===== config.mk =====
export PLATFORM = sky130hd
export DESIGN_NAME = rgb_to_hsv_pixel_convert
export DESIGN_NICKNAME = d
export VERILOG_FILES = /design/src/design/rhsv_pkg.sv /design/src/design/rhsv_front.sv /design/src/design/rhsv_cell.sv /design/src/design/rgb_to_hsv_pixel_convert.sv
export SDC_FILE = /design/constraint.sdc
export NUM_CORES = 2
export LEC_CHECK = 0
export BUFFER_PORTS_ARGS = -buffer_cell sky130_fd_sc_hd__buf_2
export CAP_MARGIN = 25
export CORE_MARGIN = 1.5
export CORE_UTILIZATION = 51
export CTS_CLUSTER_SIZE = 8
export DETAILED_ROUTE_END_ITERATION = 10
export GPL_ROUTABILITY_DRIVEN = 0
export PLACE_DENSITY = 0.72
export SETUP_SLACK_MARGIN = 0.05
export SYNTH_ARGS = -nofsm -noshare
export SYNTH_HDL_FRONTEND = slang
export SYNTH_SLANG_ARGS = --single-unit

===== constraint.sdc =====
create_clock -name clk -period 9.8 [get_ports clk]
set_clock_uncertainty 0.05 [all_clocks]
set_input_delay 1.47 -clock clk [delete_from_list [all_inputs] [get_ports clk]]
set_output_delay 1.47 -clock clk [all_outputs]
set_load 0.1 [all_outputs]

===== src/design/rhsv_pkg.sv =====
`timescale 1ns / 1ps
// ----------------------------------------------------------------------------
// rhsv_pkg
// Types and constants shared by the RGB to HSV converter modules.
// ----------------------------------------------------------------------------
package rhsv_pkg;

  // Hue constants in 1/64 degree: 60, 120, 240 and 360 degrees.
  localparam int HUE_SCALE      = 3840;
  localparam int HUE_GREEN_BASE = 7680;
  localparam int HUE_BLUE_BASE  = 15360;
  localparam int HUE_FULL_TURN  = 23040;

  // Divider geometry: 24-bit numerators, 9-bit divisors, 15 quotient bits.
  localparam int NUM_W  = 24;
  localparam int DIV_W  = 9;
  localparam int QUO_W  = 15;
  localparam int STAGES = QUO_W + 1;

  typedef struct packed {
    logic [7:0] red;
    logic [7:0] green;
    logic [7:0] blue;
  } pixel_in_t;

  typedef struct packed {
    logic [14:0] hue;
    logic [12:0] saturation;
    logic [7:0]  brightness;
  } pixel_out_t;

  // One division lane: partial remainder and the word that shifts numerator
  // bits out at the top and quotient bits in at the bottom.
  typedef struct packed {
    logic [DIV_W-1:0] p;
    logic [QUO_W-1:0] w;
  } div_lane_t;

  typedef struct packed {
    div_lane_t        hue;
    div_lane_t        sat;
    logic [DIV_W-1:0] hue_div;
    logic [DIV_W-1:0] sat_div;
    logic [7:0]       bright;
  } div_stage_t;

endpackage


===== src/design/rhsv_front.sv =====
`timescale 1ns / 1ps
// ----------------------------------------------------------------------------
// rhsv_front
// Finds max, min and delta, builds the rounded hue and saturation numerators.
// ----------------------------------------------------------------------------
module rhsv_front
  import rhsv_pkg::*;
(
  input  logic       clk,
  input  logic       rst_n,
  input  logic       up_valid,
  input  pixel_in_t  up_data,
  output logic       up_ready,
  output logic       dn_valid,
  output div_stage_t dn_data,
  input  logic       dn_ready
);

  logic             valid_r;
  div_stage_t       data_r;
  div_stage_t       data_nxt;

  logic [7:0]       r, g, b;
  logic [7:0]       mx, mn, d;
  logic             grey;
  logic [9:0]       sdiff;
  logic [14:0]      base;
  logic [24:0]      n_u;
  logic [NUM_W-1:0] hue_num, sat_num;

  always_comb begin
    r = up_data.red;
    g = up_data.green;
    b = up_data.blue;
    mx = r;
    mn = r;
    if (g > mx) mx = g;
    if (b > mx) mx = b;
    if (g < mn) mn = g;
    if (b < mn) mn = b;
    d = mx - mn;
    grey = (d == 8'd0);

    // Sector select, ties go red, then green, then blue.
    if (mx == r) begin
      sdiff = {2'b0, g} - {2'b0, b};
      base  = (g < b) ? 15'(HUE_FULL_TURN) : 15'd0;
    end else if (mx == g) begin
      sdiff = {2'b0, b} - {2'b0, r};
      base  = 15'(HUE_GREEN_BASE);
    end else begin
      sdiff = {2'b0, r} - {2'b0, g};
      base  = 15'(HUE_BLUE_BASE);
    end

    // Signed offset done modulo 2^25; true value is non-negative and small.
    n_u = 25'(base) * 25'(d) + 25'(HUE_SCALE) * {{15{sdiff[9]}}, sdiff};
    hue_num = grey ? '0 : (NUM_W'({n_u[22:0], 1'b0}) + NUM_W'(d));
    sat_num = grey ? '0 : ({3'b0, d, 13'b0} + NUM_W'(mx));

    data_nxt.hue.p   = hue_num[NUM_W-1:QUO_W];
    data_nxt.hue.w   = hue_num[QUO_W-1:0];
    data_nxt.sat.p   = sat_num[NUM_W-1:QUO_W];
    data_nxt.sat.w   = sat_num[QUO_W-1:0];
    data_nxt.hue_div = grey ? DIV_W'(1) : {d, 1'b0};
    data_nxt.sat_div = grey ? DIV_W'(1) : {mx, 1'b0};
    data_nxt.bright  = mx;
  end

  assign up_ready = !valid_r || dn_ready;

  always_ff @(posedge clk) begin
    if (!rst_n) begin
      valid_r <= 1'b0;
    end else if (up_ready) begin
      valid_r <= up_valid;
    end
  end

  always_ff @(posedge clk) begin
    if (up_ready && up_valid) begin
      data_r <= data_nxt;
    end
  end

  assign dn_valid = valid_r;
  assign dn_data  = data_r;

endmodule


===== src/design/rhsv_cell.sv =====
`timescale 1ns / 1ps
// ----------------------------------------------------------------------------
// rhsv_cell
// One restoring-division step for both hue and saturation lanes.
// ----------------------------------------------------------------------------
module rhsv_cell
  import rhsv_pkg::*;
(
  input  logic       clk,
  input  logic       rst_n,
  input  logic       up_valid,
  input  div_stage_t up_data,
  output logic       up_ready,
  output logic       dn_valid,
  output div_stage_t dn_data,
  input  logic       dn_ready
);

  logic       valid_r;
  div_stage_t data_r;
  div_stage_t data_nxt;

  function automatic div_lane_t step(input div_lane_t ln, input logic [DIV_W-1:0] dv);
    logic [DIV_W:0] t;
    logic           ge;
    div_lane_t      res;
    t  = {ln.p, ln.w[QUO_W-1]};
    ge = (t >= {1'b0, dv});
    res.p = ge ? DIV_W'(t - {1'b0, dv}) : t[DIV_W-1:0];
    res.w = {ln.w[QUO_W-2:0], ge};
    return res;
  endfunction

  always_comb begin
    data_nxt     = up_data;
    data_nxt.hue = step(up_data.hue, up_data.hue_div);
    data_nxt.sat = step(up_data.sat, up_data.sat_div);
  end

  assign up_ready = !valid_r || dn_ready;

  always_ff @(posedge clk) begin
    if (!rst_n) begin
      valid_r <= 1'b0;
    end else if (up_ready) begin
      valid_r <= up_valid;
    end
  end

  always_ff @(posedge clk) begin
    if (up_ready && up_valid) begin
      data_r <= data_nxt;
    end
  end

  assign dn_valid = valid_r;
  assign dn_data  = data_r;

endmodule


===== src/design/rgb_to_hsv_pixel_convert.sv =====
`timescale 1ns / 1ps
// ----------------------------------------------------------------------------
// rgb_to_hsv_pixel_convert
// 8-bit RGB pixel to hue (1/64 degree), saturation (Q12) and value.
// ----------------------------------------------------------------------------
// Pipeline: the front stage registers the request, then fifteen division
//   cells register it in turn before out_valid.
// Throughput: one pixel per clock while out_stall is low; every stage holds
//   a request and advances it whenever the next stage is empty or moving.
// Reset: synchronous, active-low rst_n clears all stage valid bits;
//   payload registers are not reset.
module rgb_to_hsv_pixel_convert
  import rhsv_pkg::*;
(
  input  logic       clk,
  input  logic       rst_n,
  input  logic       in_valid,
  input  pixel_in_t  in_data,
  output logic       in_stall,
  output logic       out_valid,
  output pixel_out_t out_data,
  input  logic       out_stall
);

  // Stage 0 is the front; stages 1..QUO_W are the division cells.
  logic       stg_valid [STAGES];
  div_stage_t stg_data  [STAGES];
  logic       stg_ready [STAGES];  // ready of the stage to accept from upstream
  logic       in_ready;

  // Front: max/min/delta and the rounded numerators for both divisions.
  rhsv_front u_front (
    .clk      (clk),
    .rst_n    (rst_n),
    .up_valid (in_valid),
    .up_data  (in_data),
    .up_ready (in_ready),
    .dn_valid (stg_valid[0]),
    .dn_data  (stg_data[0]),
    .dn_ready (stg_ready[1])
  );

  assign in_stall     = !in_ready;
  assign stg_ready[0] = in_ready;

  // Chain of division cells; each resolves one hue and one saturation bit,
  // MSB first, and hands the lane word to its neighbor.
  for (genvar k = 1; k < STAGES; k++) begin : g_cell
    logic dn_rdy;
    if (k == STAGES - 1) begin : g_last
      assign dn_rdy = !out_stall;
    end else begin : g_mid
      assign dn_rdy = stg_ready[k+1];
    end

    rhsv_cell u_cell (
      .clk      (clk),
      .rst_n    (rst_n),
      .up_valid (stg_valid[k-1]),
      .up_data  (stg_data[k-1]),
      .up_ready (stg_ready[k]),
      .dn_valid (stg_valid[k]),
      .dn_data  (stg_data[k]),
      .dn_ready (dn_rdy)
    );
  end

  // The last cell's register is the output register; its words now hold
  // the finished quotients.
  assign out_valid           = stg_valid[STAGES-1];
  assign out_data.hue        = stg_data[STAGES-1].hue.w;
  assign out_data.saturation = stg_data[STAGES-1].sat.w[12:0];
  assign out_data.brightness = stg_data[STAGES-1].bright;

endmodule


# Yosys cells after proc, flatten, opt, wreduce, memory -nomap -nowiden
# Index checks and enable logic that the tools add are counted.
# W data, S select, Z words.
[totals]
word_cells = 290
out_inout_bits = 38
input_bits = 28
reg_bits = 1160
[classes]
n_mul = 2
addsub = 35
reduce_logical = 51
n_lt_le_gt_ge = 35
mux = 39
eq_ne = 2
[ops]
columns = ["operator", "count"]
rows = [
  ["$ge A10 B9 Y1", 29],
  ["$mux W9", 28],
  ["$sub A9 B9 Y9", 27],
  ["$mux W8", 4],
  ["$mux W15", 2],
  ["$sub A8 B8 Y9", 3],
  ["$mul A4 B25 Y15 const A", 1],
  ["$add A24 B8 Y24", 1],
  ["$lt A8 B8 Y1", 3],
  ["$add A23 B23 Y23", 1],
  ["$mul A15 B8 Y23", 1],
  ["$add A21 B8 Y22", 1],
  ["$mux W10", 2],
  ["$logic_not A1 Y1", 18],
  ["$eq A8 B8 Y1", 2],
  ["$gt A8 B8 Y1", 2],
  ["$logic_and A1 B1 Y1", 16],
  ["$logic_or A1 B1 Y1", 16],
  ["$mux W14", 1],
  ["$ge A8 B9 Y1", 1],
  ["$sub A8 B9 Y9", 1],
  ["$logic_not A8 Y1", 1],
  ["$sub A8 B8 Y8", 1],
  ["$mux W1", 2],
]

# Logic depth before layout (Yosys ltp)
[logic_depth]
depth_word = 18
depth_mapped = 43
mapped_depth_nobuf = 42

# Cells and area by module
# From an unflattened synthesis, not the netlist that was laid out.
[hier_totals]
cells_unflattened = 4110
area_unflattened_um2 = 56573.0
[modules_own_cells]
columns = ["mod", "n_inst", "area_per_inst_um2", "cells_per_inst"]
rows = [
  ["rhsv_cell", 15, 3313.2, 222],
  ["rhsv_front", 1, 6867.8, 778],
  ["rgb_to_hsv_pixel_convert", 1, 7.5, 2],
]

# Worst setup path before layout
# No wires, ideal clock.
[synth_path]
path_kind = "input to register"
from = "input in_data[14] (netlist name)"
to = "register u_front.data_r (netlist bit u_front.dn_data[73]), data pin"
t_arrival_ps = 10404
stages = 41
n_path_buf = 2
setup_slack_ps = -909
cell_sequence = "inv_1 -> ha_1 -> a21o_1 -> a221o_1 -> nor2_8 -> mux2i_1 -> ha_1 -> nor2b_1 -> o211ai_1 -> a21oi_1 -> o22ai_1 -> mux2i_1 -> buf_2 -> buf_1 -> a21oi_1 -> fa_1 -> inv_1 -> fa_1 -> [... 5 more ...] -> xnor2_1 -> fa_1 -> fa_1 -> inv_1 -> ha_1 -> inv_1 -> fa_1 -> inv_1 -> ha_1 -> nor2b_1 -> o21ai_0 -> a21boi_0 -> o21ai_0 -> a21oi_1 -> o2111a_1 -> a211oi_1 -> xor2_1 -> nor2_1"
[synth_between]
elab_chain_cells = 10
elab_cells_between_ends = 24
[synth_rtl]
columns = ["element", "line_no", "text"]
rows = [
  ["from (decl)", "rgb_to_hsv_pixel_convert.sv:18", "input pixel_in_t in_data,"],
  ["$gt A8 B8 Y1", "rhsv_front.sv:37", "if (g > mx) mx = g;"],
  ["$mux W8", "rhsv_front.sv:37", ""],
  ["$gt A8 B8 Y1", "rhsv_front.sv:38", "if (b > mx) mx = b;"],
  ["$mux W8", "rhsv_front.sv:38", ""],
  ["$eq A8 B8 Y1", "rhsv_front.sv:48", "end else if (mx == g) begin"],
  ["$mux W10 or $mux W14 (tied branches)", "rhsv_front.sv:48", ""],
  ["$mux W10 or $mux W15 (tied branches)", "rhsv_front.sv:45", "if (mx == r) begin"],
  ["$mul A4 B25 Y15 or $mul A15 B8 Y23 (tied branches)", "rhsv_front.sv:57", "n_u = 25'(base) * 25'(d) + 25'(HUE_SCALE) * {{15{sdiff[9]}}, sdiff};"],
  ["$add A23 B23 Y23", "rhsv_front.sv:57", ""],
  ["$add A24 B8 Y24", "rhsv_front.sv:58", "hue_num = grey ? '0 : (NUM_W'({n_u[22:0], 1'b0}) + NUM_W'(d));"],
  ["to (signal assigned)", "rhsv_front.sv:82", "data_r <= data_nxt;"],
  ["to (decl)", "rhsv_front.sv:20", "div_stage_t data_r;"],
]
# Several ways; a longest one is shown, not always the timed one.
# A chain may end at the register's enable or synchronous reset.

# Worst setup path after layout
[layout_path]
from = "input in_data[13] (netlist name)"
to = "register u_front.data_r (netlist bit u_front.dn_data[73]), data pin"
# Same word-level chain as after synthesis.

==> run summary <==
status - completed
total track usage - 0.177
initial antenna violation count - 0
met2 usage - 0.341
synthesis-stage register bit count - 892
layer with the highest usage - met2
GR Util met1 - 0.190
port bufs - 65
Finished Layout Cells - 5040
root buf cell - clkbuf_16
final-report hold violation count - 0
CP Launch Type - input port
Synth top area share - 0.579
final HPWL from detailed placement - 56500 µm
crit-path max cell delay - 500 ps
worst slew pin tran - 1000 ps
synth top area cells - edfxtp_1 (58%), ha_1 (9.9%), fa_1 (3.6%)
sequential-to-total area share from yosys stat - 0.586
I/O pin count - 66
CP Data Arrival Time - 9860 ps
starting density of the core - 0.514
Syn Nets - 3999
full die area - 91000 µm²
# setup viols final - 0
final worst-path cycle share - 0.967
CTS tree - done
number of routed nets with antenna violations - 0
clk slew on worst S/H paths - 50 ps
number of inserted diodes - 0
DRT Pass-1 Iters - 5
Detailed Route WL - 78400 µm
die height - 302 µm
CORE AREA - 88400 µm²
Synth Warn # - 0
Critical Path RT - 10190 ps
post-layout util - 0.594
CP max FO - 5
count leader, synth - edfxtp_1
Top FF cell, synth - edfxtp_1
CTS max path bufs - 3
remaining global-route overflow - 0
hold_ws - 346 ps
final instance area - 52500 µm²
CTS H-tree depth - 4
first-pass GRT wire length - 131000 µm
post-synthesis cell type count - 60
Max-slew headroom - 0.330
synth cell count leaders - edfxtp_1 (876), inv_1 (428), ha_1 (360)
share of cells above drive strength 1 - 0.134
pin count of the biggest net entering global routing - 66
Avg Inst Size Synth - 12.9 µm²
vias per cell - 5.30
Hold Path Class - reg2reg
Post-synth EDFFs - 876
DRT iter0 DRCs - 1394
Inst Count DP - 4865
CP max stage cell - fa_1
Wirelength per Cell - 15.6 µm
largest area contributor in the netlist - edfxtp_1
M3 GR Usage - 0.0316
DIE WIDTH - 302 µm
placed cell area - 48500 µm²
Syn-to-layout area delta - 15.4%
Final nets - 4308
number of global-route vias before repair - 28001
Max-Cap Viols - 0
DR vias - 26705
row cnt - 109
Worst Setup Path Type - in2reg
max-slew violations - 0
CTS sink count - 892
Num CTS Buffers - 130
Setup crit end kind - flop
Async SR Flop Fraction - 0
Post-Synthesis Cells - 3530
clk_lat worst skew - 710 ps
DR DRC count - 0
fmax - 106 MHz
Tmin final - 9480 ps
post-synthesis cell area - 45500 µm²
most frequent CP cell - inv_1
## metal layers
layer | part of all wire | vias to the layer above
met5 | 0 | -
met4 | 0.029 | 0
met3 | 0.033 | 167
met2 | 0.54 | 409
met1 | 0.39 | 12887
li1 | - | 13242
## state kept, by name, indices dropped and copies added (netlist names)
signal / flops
g_cell.u_cell.dn_data: 836
g_cell.u_cell.dn_valid: 15
u_front.dn_data: 40
u_front.dn_valid: 1
## layout make-up
| class | count | area [µm²] |
|---|---|---|
| repair buffers | 218 | 1500 |
| multi-input cells | 2169 | 17500 |
| clock inverters | 17 | 434 |
| flip-flops and latches | 892 | 26600 |
| clock buffers | 151 | 3330 |
| well taps | 1165 | 1460 |
| fillers | 6759 | 35900 |
| inverters | 428 | 1610 |
## repair_timing
item	in CTS	in global routing
hold buffers	0	0
gates resized for setup	0	37
buffers inserted	0	7
endpoints found under the setup margin	0	4
## path summary, 6_finish.rpt
kind	start	to	slack (ps)	cells past startpoint
worst max register to register	g_cell[9].u_cell.dn_data[23]$_DFFE_PP_	g_cell[10].u_cell.dn_data[72]$_DFFE_PP_	6590	11
worst min-delay path	g_cell[6].u_cell.dn_data[50]$_DFFE_PP_	g_cell[7].u_cell.dn_data[51]$_DFFE_PP_	350	0
worst max-delay path	in_data[13]	u_front.dn_data[73]$_SDFFCE_PP0P_	320	44
worst min register to register	g_cell[6].u_cell.dn_data[50]$_DFFE_PP_	g_cell[7].u_cell.dn_data[51]$_DFFE_PP_	350	0
## worst max-delay path: cells and delay by family
| kind | cells | cell delay [ps] |
|---|---|---|
| adders and majority gates | 10 | 3480 |
| AOI/OAI and AO/OA | 12 | 1850 |
| buffers and inverters | 11 | 990 |
| muxes | 3 | 790 |
| and+or+nand+nor | 5 | 700 |
| xor gates and xnor gates | 3 | 560 |
## layout by cell type (no fill, tap or decap), drive strengths merged, types with 32 or more instances in the layout
cell type,count
a211oi,33
a21o,193
a21oi,300
and2,32
buf,218
clkbuf,151
edfxtp,876
fa,81
ha,360
inv,431
mux2,67
nand2,69
nand2b,82
nand4,62
nor2,277
nor2b,124
o21ai,87
xnor2,178
xor2,49
## per-stage QoR
| step | setup WS (ps) | TNS (ps) |
|---|---|---|
| 3_3_place_gp | -440 | -1380 |
| 5_1_grt | -38.1 | -38.1 |
| 6_report | 325 | 0 |
| 4_1_cts | 162 | 0 |
| 2_1_floorplan | -63.3 | -68.7 |
| 3_5_place_dp | -568 | -2010 |
## logic make-up after synthesis
group                    count (synthesis)  synth area share
XOR/XNOR                               227            0.0437
flip-flops                             892             0.586
AO/OA/AOI/OAI                          693            0.0951
buffers and inverters                  469            0.0391
multiplexers                            89            0.0217
adder cells (fa/ha/maj)                442             0.135
AND/OR/NAND/NOR                        718            0.0798
Power is left out: the tool's default activity adds up to more than one toggle a clock period on the data nets, which glitch-free logic cannot reach.
